## src/hdl/tga_rle_pkg.sv

```systemverilog
package tga_rle_pkg;

	// Configuration register indexes on the write port.
	localparam logic [1:0] REG_BYTES_PER_PIXEL = 2'd0;
	localparam logic [1:0] REG_COMPRESSED_MODE = 2'd1;
	localparam logic [1:0] REG_TOTAL_PIXELS    = 2'd2;

	localparam int unsigned CFG_DATA_W = 32;
	localparam int unsigned CFG_INDEX_W = 2;

	// Register values after reset.
	localparam logic [2:0]  RST_BYTES_PER_PIXEL = 3'd4;
	localparam logic        RST_COMPRESSED_MODE = 1'b1;
	localparam logic [31:0] RST_TOTAL_PIXELS    = 32'd1;

	// Packet header decoding.
	localparam logic [7:0] RUN_HEADER_BASE = 8'd127;
	localparam logic [7:0] OPAQUE_ALPHA    = 8'd255;

	typedef struct packed {
		logic [2:0]  bytes_per_pixel;
		logic        compressed_mode;
		logic [31:0] total_pixels;
	} cfg_t;

	typedef struct packed {
		logic [7:0] red;
		logic [7:0] green;
		logic [7:0] blue;
		logic [7:0] alpha;
		logic [7:0] repeat_count;
		logic       image_complete;
		logic       truncated;
	} result_t;

endpackage

```

## src/hdl/tga_rle_pixel_decoder_core.sv

```systemverilog
// TGA run-length pixel decoder for 24 and 32 bit images. Payload bytes enter one per
// transaction on the input channel and RGBA pixels leave on the output channel; a run
// packet leaves as a single transaction whose repeat_count gives the number of copies,
// clamped so that output never passes total_pixels. The block takes one byte per cycle
// unless a stalled output has filled both registers. A byte that completes a pixel
// reaches the output thus: the byte is held in an input register, decoded by the packet
// and pixel state logic, and the result sits in an output register until it is taken. A
// stalled output holds back the input only once both registers are full. After the image
// is complete, or after a byte marked end_of_stream, every further byte is dropped until
// reset. A stream that ends inside a header or an unfinished pixel gives a bare result
// with truncated set and repeat_count 0. Configuration writes go to bytes_per_pixel
// (index 0), compressed_mode (index 1) and total_pixels (index 2) and must only be made
// while no transaction is in flight.
module tga_rle_pixel_decoder_core (
	input  logic                                clk,
	input  logic                                arst_n,

	input  logic                                cfg_wr_en,
	input  logic [tga_rle_pkg::CFG_INDEX_W-1:0] cfg_index,
	input  logic [tga_rle_pkg::CFG_DATA_W-1:0]  cfg_wdata,

	input  logic                                in_valid,
	output logic                                in_ready,
	input  logic [7:0]                          data_byte,
	input  logic                                end_of_stream,

	output logic                                out_valid,
	input  logic                                out_ready,
	output logic [7:0]                          red,
	output logic [7:0]                          green,
	output logic [7:0]                          blue,
	output logic [7:0]                          alpha,
	output logic [7:0]                          repeat_count,
	output logic                                image_complete,
	output logic                                truncated
);

	tga_rle_pkg::cfg_t    cfg_q;
	tga_rle_pkg::result_t step_res;
	tga_rle_pkg::result_t res_s2;

	logic       valid_s1;
	logic [7:0] data_s1;
	logic       eos_s1;
	logic       valid_s2;
	logic       step_res_valid;
	logic       out_free;
	logic       fire;

	// Configuration registers; a write to an unused index is ignored.
	always_ff @(posedge clk or negedge arst_n) begin
		if (!arst_n) begin
			cfg_q.bytes_per_pixel <= tga_rle_pkg::RST_BYTES_PER_PIXEL;
			cfg_q.compressed_mode <= tga_rle_pkg::RST_COMPRESSED_MODE;
			cfg_q.total_pixels    <= tga_rle_pkg::RST_TOTAL_PIXELS;
		end else if (cfg_wr_en) begin
			case (cfg_index)
				tga_rle_pkg::REG_BYTES_PER_PIXEL: cfg_q.bytes_per_pixel <= cfg_wdata[2:0];
				tga_rle_pkg::REG_COMPRESSED_MODE: cfg_q.compressed_mode <= cfg_wdata[0];
				tga_rle_pkg::REG_TOTAL_PIXELS:    cfg_q.total_pixels    <= cfg_wdata[31:0];
				default: ;
			endcase
		end
	end

	// The held byte is decoded whenever the output register can take whatever it yields.
	assign out_free = !valid_s2 || out_ready;
	assign fire     = valid_s1 && out_free;
	assign in_ready = !valid_s1 || fire;

	always_ff @(posedge clk or negedge arst_n) begin
		if (!arst_n) begin
			valid_s1 <= 1'b0;
		end else if (in_ready) begin
			valid_s1 <= in_valid;
		end
	end

	always_ff @(posedge clk) begin
		if (in_valid && in_ready) begin
			data_s1 <= data_byte;
			eos_s1  <= end_of_stream;
		end
	end

	tga_rle_step u_step (
		.clk           (clk),
		.arst_n        (arst_n),
		.cfg           (cfg_q),
		.fire          (fire),
		.data_byte     (data_s1),
		.end_of_stream (eos_s1),
		.res_valid     (step_res_valid),
		.res           (step_res)
	);

	// Output register: loaded only when a decoded byte produces a result.
	always_ff @(posedge clk or negedge arst_n) begin
		if (!arst_n) begin
			valid_s2 <= 1'b0;
		end else if (out_free) begin
			valid_s2 <= fire && step_res_valid;
		end
	end

	always_ff @(posedge clk) begin
		if (fire && step_res_valid) begin
			res_s2 <= step_res;
		end
	end

	assign out_valid      = valid_s2;
	assign red            = res_s2.red;
	assign green          = res_s2.green;
	assign blue           = res_s2.blue;
	assign alpha          = res_s2.alpha;
	assign repeat_count   = res_s2.repeat_count;
	assign image_complete = res_s2.image_complete;
	assign truncated      = res_s2.truncated;

endmodule

```

## src/hdl/tga_rle_step.sv

```systemverilog
module tga_rle_step (
	input  logic                clk,
	input  logic                arst_n,
	input  tga_rle_pkg::cfg_t   cfg,
	input  logic                fire,
	input  logic [7:0]          data_byte,
	input  logic                end_of_stream,
	output logic                res_valid,
	output tga_rle_pkg::result_t res
);

	logic        header_expected_q;
	logic        packet_is_run_q;
	logic [7:0]  pixels_left_q;
	logic [1:0]  byte_in_pixel_q;
	logic [23:0] gathered_q;
	logic [31:0] pixels_emitted_q;
	logic        finished_q;

	logic        header_expected_d;
	logic        packet_is_run_d;
	logic [7:0]  pixels_left_d;
	logic [1:0]  byte_in_pixel_d;
	logic [23:0] gathered_d;
	logic [31:0] pixels_emitted_d;
	logic        finished_d;

	logic        size4;
	logic        pixel_done;
	logic [7:0]  rep_raw;
	logic [7:0]  rep;
	logic [31:0] remaining;
	logic        trunc;
	logic        done;

	assign size4 = cfg.bytes_per_pixel[2];
	assign remaining = cfg.total_pixels - pixels_emitted_q;
	// A pixel is complete once its byte position reaches the last byte of the pixel size.
	assign pixel_done = size4 ? (byte_in_pixel_q == 2'd3) : (byte_in_pixel_q >= 2'd2);

	always_comb begin
		header_expected_d = header_expected_q;
		packet_is_run_d   = packet_is_run_q;
		pixels_left_d     = pixels_left_q;
		byte_in_pixel_d   = byte_in_pixel_q;
		gathered_d        = gathered_q;
		pixels_emitted_d  = pixels_emitted_q;
		finished_d        = finished_q;
		res_valid         = 1'b0;
		res               = '0;
		rep_raw           = 8'd1;
		rep               = 8'd1;
		trunc             = 1'b0;
		done              = 1'b0;

		if (finished_q) begin
			// Everything after the end of the image is dropped.
		end else if (pixels_emitted_q >= cfg.total_pixels) begin
			finished_d = 1'b1;
		end else if (cfg.compressed_mode && header_expected_q) begin
			packet_is_run_d   = data_byte[7];
			pixels_left_d     = data_byte[7] ? (data_byte - tga_rle_pkg::RUN_HEADER_BASE)
			                                 : (data_byte + 8'd1);
			header_expected_d = 1'b0;
			byte_in_pixel_d   = 2'd0;
			if (end_of_stream) begin
				finished_d    = 1'b1;
				res_valid     = 1'b1;
				res.truncated = 1'b1;
			end
		end else begin
			case (byte_in_pixel_q)
				2'd0: gathered_d[7:0]   = data_byte;
				2'd1: gathered_d[15:8]  = data_byte;
				2'd2: gathered_d[23:16] = data_byte;
				default: ;
			endcase

			if (!pixel_done) begin
				byte_in_pixel_d = byte_in_pixel_q + 2'd1;
				if (end_of_stream) begin
					finished_d    = 1'b1;
					res_valid     = 1'b1;
					res.truncated = 1'b1;
				end
			end else begin
				byte_in_pixel_d = 2'd0;
				if (cfg.compressed_mode && packet_is_run_q) begin
					rep_raw           = (pixels_left_q == 8'd0) ? 8'd1 : pixels_left_q;
					pixels_left_d     = 8'd0;
					header_expected_d = 1'b1;
				end else if (cfg.compressed_mode) begin
					if (pixels_left_q > 8'd1) begin
						pixels_left_d = pixels_left_q - 8'd1;
						trunc         = end_of_stream;
					end else begin
						pixels_left_d     = 8'd0;
						header_expected_d = 1'b1;
					end
				end

				// Clamp to the pixels still missing; the image is complete exactly when
				// the clamped count equals what was missing.
				rep  = ({24'd0, rep_raw} > remaining) ? remaining[7:0] : rep_raw;
				done = ({24'd0, rep} == remaining);
				pixels_emitted_d = pixels_emitted_q + {24'd0, rep};
				if (done || end_of_stream) begin
					finished_d = 1'b1;
				end

				res_valid          = 1'b1;
				res.red            = gathered_d[23:16];
				res.green          = gathered_d[15:8];
				res.blue           = gathered_d[7:0];
				res.alpha          = (size4 && byte_in_pixel_q == 2'd3) ? data_byte
				                                                         : tga_rle_pkg::OPAQUE_ALPHA;
				res.repeat_count   = rep;
				res.image_complete = done;
				res.truncated      = trunc && !done;
			end
		end
	end

	always_ff @(posedge clk or negedge arst_n) begin
		if (!arst_n) begin
			header_expected_q <= 1'b1;
			packet_is_run_q   <= 1'b0;
			pixels_left_q     <= 8'd0;
			byte_in_pixel_q   <= 2'd0;
			gathered_q        <= 24'd0;
			pixels_emitted_q  <= 32'd0;
			finished_q        <= 1'b0;
		end else if (fire) begin
			header_expected_q <= header_expected_d;
			packet_is_run_q   <= packet_is_run_d;
			pixels_left_q     <= pixels_left_d;
			byte_in_pixel_q   <= byte_in_pixel_d;
			gathered_q        <= gathered_d;
			pixels_emitted_q  <= pixels_emitted_d;
			finished_q        <= finished_d;
		end
	end

endmodule

```

## config.mk

```make
export PLATFORM = sky130hd
export DESIGN_NAME = tga_rle_pixel_decoder_core
export DESIGN_NICKNAME = d
export VERILOG_FILES = /design/src/hdl/tga_rle_pkg.sv /design/src/hdl/tga_rle_pixel_decoder_core.sv /design/src/hdl/tga_rle_step.sv
export SDC_FILE = /design/constraint.sdc
export NUM_CORES = 1
export LEC_CHECK = 0
export ABC_CLOCK_PERIOD_IN_PS = 6710
export BUFFER_PORTS_ARGS = -buffer_cell sky130_fd_sc_hd__clkbuf_2
export CAP_MARGIN = 5
export CORE_MARGIN = 2
export CORE_UTILIZATION = 60
export CTS_BUF_LIST = sky130_fd_sc_hd__clkbuf_4
export CTS_CLUSTER_DIAMETER = 120
export DETAILED_ROUTE_END_ITERATION = 10
export PLACE_DENSITY = 0.84
export SETUP_SLACK_MARGIN = 0.2
export SYNTH_ARGS = -nofsm -noshare
export SYNTH_HDL_FRONTEND = slang
export SYNTH_SLANG_ARGS = --single-unit
```

## constraint.sdc

```tcl
create_clock -name clk -period 6.71 [get_ports clk]
set_input_delay 0 -clock clk [delete_from_list [all_inputs] [get_ports clk]]
set_output_delay 0 -clock clk [all_outputs]
set_load 0.02 [all_outputs]
```

==> results of run 1 <==
## metrics by stage
step | std cells | total power, mW | worst slack (ns)
floorplan | 1016 | 1.65 | 1.26
global placement | 1288 | 1.81 | 0.904
detailed placement | 1288 | 1.82 | 0.746
CTS | 1370 | 2.44 | 0.681
global route | 1371 | 2.58 | 0.174
finish | 1371 | 2.45 | 0.797
## where the power goes
group | leakage (nW) | internal (mW) | switching [mW] | total (mW)
registers | 1.83 | 1.03 | 0.0434 | 1.07
clock network | 0.160 | 0.178 | 0.418 | 0.596
logic | 3.02 | 0.321 | 0.459 | 0.780
total | 5.00 | 1.53 | 0.920 | 2.45
## synth_stat cells, types with 8 or more instances
master                       n  area (sq um)
sky130_fd_sc_hd__a21oi_1    47           235
sky130_fd_sc_hd__and2_1      8          50.1
sky130_fd_sc_hd__and3_1      8          50.1
sky130_fd_sc_hd__buf_2      14          70.1
sky130_fd_sc_hd__clkbuf_1   16          60.1
sky130_fd_sc_hd__dfrtp_1   101          2530
sky130_fd_sc_hd__edfxtp_1   51          1530
sky130_fd_sc_hd__ha_1       56           701
sky130_fd_sc_hd__inv_1      59           221
sky130_fd_sc_hd__mux2_2     68           766
sky130_fd_sc_hd__mux2i_1    36           360
sky130_fd_sc_hd__nand2_1    77           289
sky130_fd_sc_hd__nand2b_1    9          56.3
sky130_fd_sc_hd__nand3_1    29           145
sky130_fd_sc_hd__nand4_1    28           175
sky130_fd_sc_hd__nor2_1    104           390
sky130_fd_sc_hd__nor3_1     19          95.1
sky130_fd_sc_hd__nor4_1     12          75.1
sky130_fd_sc_hd__o21a_1     12          90.1
sky130_fd_sc_hd__o21ai_0    48           240
sky130_fd_sc_hd__o21bai_1    8          60.1
sky130_fd_sc_hd__xnor2_1    41           359
sky130_fd_sc_hd__xor2_1      9          78.8
## flip-flops by register name, indices dropped and copies added, names as in the netlist, 2 cells and up
name,cells
u_step.byte_in_pixel_q,2
u_step.gathered_q,24
u_step.pixels_emitted_q,32
data_s1,8
cfg_q,34
green,8
alpha,8
u_step.pixels_left_q,8
blue,8
repeat_count,8
red,8
## cells in the final DEF (no fill, tap or decap), drive strengths merged, types with 13 or more instances in the layout
cell	count
nand2	77
o21ai	55
dlygate4sd3	49
mux2i	36
clkbuf	107
nor4	14
a21oi	51
nor3	19
inv	69
dfrtp	101
xnor2	41
nand3	30
edfxtp	51
mux2	70
ha	56
nand4	29
nor2	105
o21a	13
## worst paths after layout
check | start | to
max | cfg_q[0]$_DFFE_PN1P_ | u_step.pixels_emitted_q[14]$_DFFE_PN0P_
min | data_byte[2] | data_s1[2]$_DFFE_PP_
max reg2reg | cfg_q[0]$_DFFE_PN1P_ | u_step.pixels_emitted_q[14]$_DFFE_PN0P_
min reg2reg | u_step.pixels_emitted_q[27]$_DFFE_PN0P_ | u_step.pixels_emitted_q[27]$_DFFE_PN0P_
max in group asynchronous | arst_n | u_step.pixels_left_q[4]$_DFFE_PN0P_
min in group asynchronous | arst_n | u_step.pixels_emitted_q[25]$_DFFE_PN0P_
## final cells by class
class | count | area, sq um | share of cell area (%)
well taps | 220 | 275 | 2.41
clock buffers | 17 | 128 | 1.12
repair buffers | 148 | 1030 | 9.05
diodes | 1 | 2.50 | 0.0220
clock inverters | 15 | 171 | 1.50
multi-input cells | 755 | 5410 | 47.4
inverters | 59 | 221 | 1.94
flip-flops and latches | 156 | 4160 | 36.5
## repair_timing
| item | 4_1_cts | 5_1_grt |
|---|---|---|
| endpoints found under the hold margin | 100 | 0 |
| setup endpoints to repair | 0 | 8 |
| setup buffers | 0 | 0 |
| resized for setup | 0 | 4 |
| hold buffers | 50 | 0 |
## layer usage
| metal | GRT usage (%) | share of wire, % |
|---|---|---|
| met1 | 35.3 | 41 |
| met2 | 47.3 | 50 |
| met3 | 4.11 | 5.0 |
| met4 | 12.5 | 3.6 |
| met5 | 0 | 0 |
## cell families after synthesis
| kind of cell | after synthesis |
|---|---|
| flip-flops | 156 |
| adder cells (fa/ha/maj) | 58 |
| AND/OR/NAND/NOR | 339 |
| XOR/XNOR | 50 |
| buffers and inverters | 105 |
| AO/OA/AOI/OAI | 202 |
| multiplexers | 106 |
==> run summary, run 1 <==
The detailed-route via count is 8275. The count of buffers from port buffering came out at 91. Once placement finished, the instance area stood at 10600 sq um. The cell area that synthesis handed to floorplanning was 10000 sq um. The min-delay analysis places its worst path in the category primary input to register. Setup repair after global routing left no endpoint under its margin. The data arrival time of the worst path came out at 6.41 ns. The count of max-cap constraint violations is 0. On the critical path the largest part of the delay comes from compound AO/OA/AOI/OAI gates. The flow ran to the end, and the final reports show no timing, DRC or antenna violations. The analysis attributes to cell leakage a power of 5.00 nW.

The post-detailed-route wirelength per cell came out at 17.5 um. The final global-route overflow total came out at 0. The synthesized design contains 156 register bits. The number of H-tree levels came out at 4. For the worst flop-to-flop path, the logic depth is 26. The core footprint is 16500 sq um. The synthesized netlist devotes 16.8% of its cell area to simple gates. The wire length after detailed routing came out at 24.0 mm. The number of global-route vias before repair is 8098. The number of filler cells placed in the layout is 1235. The number of nets at the end of the flow came out at 1243. The required time of the critical path came out at 7.20 ns. The final-report setup violation count is 0. The total clock buffers created by CTS came out at 17.

The number of I/O pins is 92. The detailed-router iteration count before antenna repair is 7. The worst pin sits at a relative slew slack of 40.2%. The clock tree root buffer cell is sky130_fd_sc_hd__clkbuf_4. The category of the worst setup path launch point is a register. The detail route stage leaves a number of antenna-violating nets equal to 0. The largest individual stage delay along the critical path comes from the cell sky130_fd_sc_hd__dfstp_2. Setup total negative slack on the finished layout was measured at 0 ns. The clock latency on the worst-skew pair is 0.58 ns.

The hold violation total from the final report came out at 0. In the final layout, the share of cells above drive strength 1 is 20.8%. The share of the synthesized netlist area taken by xor and xnor gates is 4.37%. For this configuration, the core starts out at a cell density of 60.9%. Yosys printed 0 warnings. The height of the die is 133 um. The multiplexer fraction of the synthesized cell area is 11.5%. Detailed placement finished with a half-perimeter wire length of 17.0 mm.

The clock tree skew after final layout came out at 0.0216 ns. Together, buffers and inverters on the worst path number 4. The signed area change from the synthesized netlist to the final layout came out at 13.7%. The maximum VDD drop is 0.145 mV.

STA classifies the critical path endpoint as a register. The number of enable flip-flop cells after synthesis came out at 51. The fraction of the yosys area taken by sequential cells came out at 41.5%. The detailed router finished its first iteration with 676 violations. The clock edge transition at the registers on the reported setup and hold paths came out at 0.16 ns.

The number of buffers on the longest clock path is 2. The slew of the pin with the lowest slew margin came out at 0.896 ns. Of all nets on the critical path, the largest fanout is 17. The finished cells cover 11400 sq um. Cells fill 69.2% of the core in the end. The library cell appearing most often on the critical path is sky130_fd_sc_hd__o21ai_0. The register-to-register path setup slack is 0.80 ns. In this run the horizontal extent of the chip is 133 um. The number of cells traversed by the worst hold path came out at 2. For this run, asynchronously set or reset flops after synthesis account for 67.3%. The net count after synthesis came out at 1122. Hold timing on the final database bottoms out at a slack of 0.146 ns. The pin count of the biggest net entering global routing came out at 61. The first-pass GRT wire length came out at 39.5 mm. The weighted congestion reported at the end of routability-driven placement came out at 0.979. Dividing the detail-routed via count by the number of cells gives 6.04. Global routing consumed, over all layers together, 27.8% of the routing resources. The TritonCTS sink count came out at 156.

The delay contributed by the slowest stage of the critical path is 0.56 ns. The fraction of the mapped netlist area in adder cells is 7.39%. Timing would allow up to 169 MHz.

The period utilization is 88.1%. TritonCTS built the clock tree. The DRC violation count after routing came out at 0. The number of antenna violations at the first check in global routing came out at 1.

Row generation in the floorplan step produced 47 rows. The kind of critical path is register to register. The count of final max-slew check failures came out at 0. The critical path crosses 26 cells after its start point.

The number of unique standard cell types used by synthesis came out at 83. Each instance of the synthesized netlist takes up on average 9.86 sq um. Subtracting the final worst setup slack from the clock period gives 5.91 ns. In the synthesized netlist the dominant register cell turns out to be sky130_fd_sc_hd__dfrtp_1. The compound-gate portion of the synthesized area is 13.6%. The number of standard cells after synthesis is 1016. The area of the die came out at 17800 sq um. By area, the combinational part of the netlist is dominated by simple AND/OR/NAND/NOR gates. The cell area power density came out at 215 nW/um^2.
Note: power is estimated with default switching activity, not from simulation.
==> run 2: changes to the inputs <==
Settings changed: ABC_CLOCK_PERIOD_IN_PS 6710 to 7650, CORE_MARGIN 2 to unset, HOLD_SLACK_MARGIN set to 0.1.
Clock period 6.71 ns to 7.65 ns, I/O delays scaled along.
==> run 2 against run 1 <==
  * Global-route usage is 2.1 points higher
  * Worst hold slack hardly changed
  * Die area is 3.0% lower
  * Critical endpoint is now u_step.pixels_emitted_q[28]$_DFFE_PN0P_
==> run summary, run 2 (synthesized netlist as in run 1, its figures left out) <==
Status: finished clean (unchanged). The TritonCTS sink count came out at 156 (unchanged). The register bank with the most flops is cfg_q (unchanged). The first-pass GRT wire length is 40.8 mm (was 39.5 mm). The fraction of final layout cells sized beyond drive strength 1 is 20.4% (was 20.8%). The quantity of hold-fixing buffers added after cts is 53 (was 50).

The share of total power in sequential cells came to 43.7% (was 43.9%). The iteration-0 DRC count of the detailed router is 706 (was 676). The clock network power share came out at 24.5% (was 24.3%).

The DRC violation count after routing came out at 0 (unchanged). The initial core utilization was 62.2% (was 60.9%). The area of the die is 17200 sq um (was 17800 sq um).

The category of the worst setup path launch point was a register (unchanged). The x dimension of the die is 131 um (was 133 um). The count of buffers from port buffering was 91 (unchanged). The origin of the worst setup path is u_step.pixels_emitted_q[1]$_DFFE_PN0P_ (was cfg_q[0]$_DFFE_PN1P_).

The weighted congestion reported at the end of routability-driven placement came out at 0.946 (was 0.979). The total design power is 2.15 mW (was 2.45 mW). The clock tree root buffer cell is sky130_fd_sc_hd__clkbuf_4 (unchanged).

The number of buffers added for setup after CTS is 0 (unchanged). The clock latency on the worst-skew pair is 0.62 ns (was 0.58 ns). The total internal power is 1.36 mW (was 1.53 mW). The hold violation total from the final report came out at 0 (unchanged). The register-to-register path setup slack came to 1.39 ns (was 0.80 ns). Registers with the highest flip-flop counts: cfg_q x34, u_step.pixels_emitted_q x32, u_step.gathered_q x24 (unchanged).

The maximum VDD drop came out at 0.166 mV (was 0.145 mV). The static power due to leakage is 5.03 nW (was 5.00 nW). The number of vias per cell came out at 6.05 (was 6.04). The number of antenna violations at the first check in global routing is 1 (unchanged). The clock tree skew after final layout is 0.0295 ns (was 0.0216 ns). The final-report setup violation count came out at 0 (unchanged). The HPWL reported at the end of detailed placement came out at 17.5 mm (was 17.0 mm). The class of the tightest hold or removal check is primary input to register (unchanged).

The number of I/O pins came out at 92 (unchanged). The overall fraction of global-route tracks in use came out at 29.9% (was 27.8%). The total negative slack was 0 ns (unchanged). The startpoint of the most critical register-to-register path is u_step.pixels_emitted_q[1]$_DFFE_PN0P_ (was cfg_q[0]$_DFFE_PN1P_). The startpoint of the most critical hold path is data_byte[5] (was data_byte[2]). The post-detailed-route wirelength per cell came out at 18.1 um (was 17.5 um).

The number of flip-flops under the largest register name is 34 (unchanged). The final worst setup slack came out at 1.39 ns (was 0.797 ns). The worst-case setup slack after placement came out at 1.54 ns (was 0.746 ns). The period utilization is 81.9% (was 88.1%).

The count of instances resized after the clock tree is built came to 0 (unchanged). The number of nets at the end of the flow is 1252 (was 1243). The net switching power of the design came out at 0.791 mW (was 0.920 mW). The most frequent standard cell in the layout excluding fill and tap cells is sky130_fd_sc_hd__nor2_1 (unchanged). The total clock buffers created by CTS is 17 (unchanged).

The required time of the critical path came out at 8.18 ns (was 7.20 ns). The number of H-tree levels is 4 (unchanged). The count of final max-slew check failures came to 0 (unchanged). The clock edge transition at the registers on the reported setup and hold paths is 0.15 ns (was 0.16 ns). The signed area change from the synthesized netlist to the final layout was 14.3% (was 13.7%).

The number of buffers on the longest clock path is 2 (unchanged). The wire length after detailed routing came out at 24.9 mm (was 24.0 mm). The proportion of total power due to net switching is 36.7% (was 37.6%).

The critical path capture point type is a register (unchanged). The number of cell rows came out at 46 (was 47). The slew of the pin with the lowest slew margin came out at 1.10 ns (was 0.896 ns).

The data arrival time of the worst path came to 6.79 ns (was 6.41 ns). The power share of the combinational group came to 31.9% (was 31.8%). The number of global-route vias before repair came out at 8088 (was 8098).

The cell area power density came to 188 nW/um^2 (was 215 nW/um^2). The TritonCTS clock tree is built (unchanged). The final global-route overflow total came out at 0 (unchanged). The top fanout value on the critical path was 12 (was 17).

The detailed-router iteration count before antenna repair came to 6 (was 7). The kind of critical path is register to register (unchanged). The worst relative slew slack is 26.1% (was 40.2%).

Highest-count cells in the layout ignoring fill and taps: sky130_fd_sc_hd__nor2_1, sky130_fd_sc_hd__dfrtp_1, sky130_fd_sc_hd__clkbuf_2 (unchanged). The core footprint came to 16100 sq um (was 16500 sq um). The height of the die is 131 um (was 133 um).

The pin count of the biggest net entering global routing came out at 63 (was 61). Unrepaired setup endpoints after global routing: no (unchanged). The number of routed nets with antenna violations is 0 (unchanged). The achievable clock frequency is 160 MHz (was 169 MHz). The detailed-route via count is 8329 (was 8275). The count of max-cap constraint violations is 0 (unchanged). The post-route minimum period came out at 6.26 ns (was 5.91 ns).
run 2: critical path, stage by stage (launching register included):
cell                       delay [ns]
sky130_fd_sc_hd__dfrtp_1         0.44
sky130_fd_sc_hd__inv_1           0.15
sky130_fd_sc_hd__ha_1            0.27
sky130_fd_sc_hd__nor2b_1         0.17
sky130_fd_sc_hd__o21bai_1        0.23
sky130_fd_sc_hd__a21oi_1         0.15
sky130_fd_sc_hd__nand2b_1        0.18
sky130_fd_sc_hd__xnor2_1         0.47
sky130_fd_sc_hd__ha_1            0.35
sky130_fd_sc_hd__nand3_1         0.11
sky130_fd_sc_hd__nor2_1          0.05
sky130_fd_sc_hd__a22oi_1         0.25
sky130_fd_sc_hd__nand3_1         0.16
sky130_fd_sc_hd__nor4_4          0.67
sky130_fd_sc_hd__mux2i_1         0.27
sky130_fd_sc_hd__ha_1            0.18
sky130_fd_sc_hd__inv_1           0.05
sky130_fd_sc_hd__fa_1            0.40
sky130_fd_sc_hd__nor2b_1         0.11
sky130_fd_sc_hd__o21ai_0         0.10
sky130_fd_sc_hd__a21boi_0        0.23
sky130_fd_sc_hd__o21ai_0         0.14
sky130_fd_sc_hd__a21oi_1         0.19
sky130_fd_sc_hd__o21a_1          0.13
sky130_fd_sc_hd__o21ai_0         0.07
sky130_fd_sc_hd__buf_4           0.20
sky130_fd_sc_hd__nor4_1          0.30
sky130_fd_sc_hd__xnor2_1         0.16
run 2: path summary, 6_finish.rpt:
| check | endpoint | cells after the start |
|---|---|---|
| worst max-delay path | u_step.pixels_emitted_q[28]$_DFFE_PN0P_ | 27 |
| worst min-delay path | data_s1[5]$_DFFE_PP_ | 2 |
| worst max register to register | u_step.pixels_emitted_q[28]$_DFFE_PN0P_ | 27 |
| worst min register to register | u_step.pixels_emitted_q[31]$_DFFE_PN0P_ | 1 |
| max in group asynchronous | u_step.gathered_q[0]$_DFFE_PN0P_ | 4 |
| min in group asynchronous | cfg_q[32]$_DFFE_PN1P_ | 3 |
run 2: power by group through the flow:
stage	Combinational, mW	Clock, mW	Sequential, mW
floorplan	0.505	0	0.940
global placement	0.639	0	0.955
detailed placement	0.642	0	0.958
CTS	0.669	0.532	0.941
global route	0.753	0.568	0.947
finish	0.686	0.527	0.941
run 2: metrics by stage:
stage,std cells,utilization [%],area (sq um),hold slack [ns]
4_1_cts,1369,70.7,11400,0.102
3_5_place_dp,1284,65.5,10600,0.0487
3_3_place_gp,1284,65.5,10600,0.0499
2_1_floorplan,1016,-,10000,-0.296
6_report,1376,71.1,11500,0.146
5_1_grt,1376,71.1,11500,0.105
run 2: final cells by class:
type | count | area [sq um]
tap | 216 | 270
clock buffer | 17 | 128
fill | 1183 | 4660
multi-input combinational | 755 | 5390
clock inverter | 15 | 175
inverter | 59 | 221
antenna | 1 | 2.50
timing repair buffer | 157 | 1110
sequential | 156 | 4160
run 2: layer usage:
metal	routed length (um)	global-route usage (%)	up-vias
met2	12000	49.1	352
met5	0	0	-
met4	701	11.2	0
li1	-	-	3941
met3	1550	6.60	57
met1	10700	38.7	3979
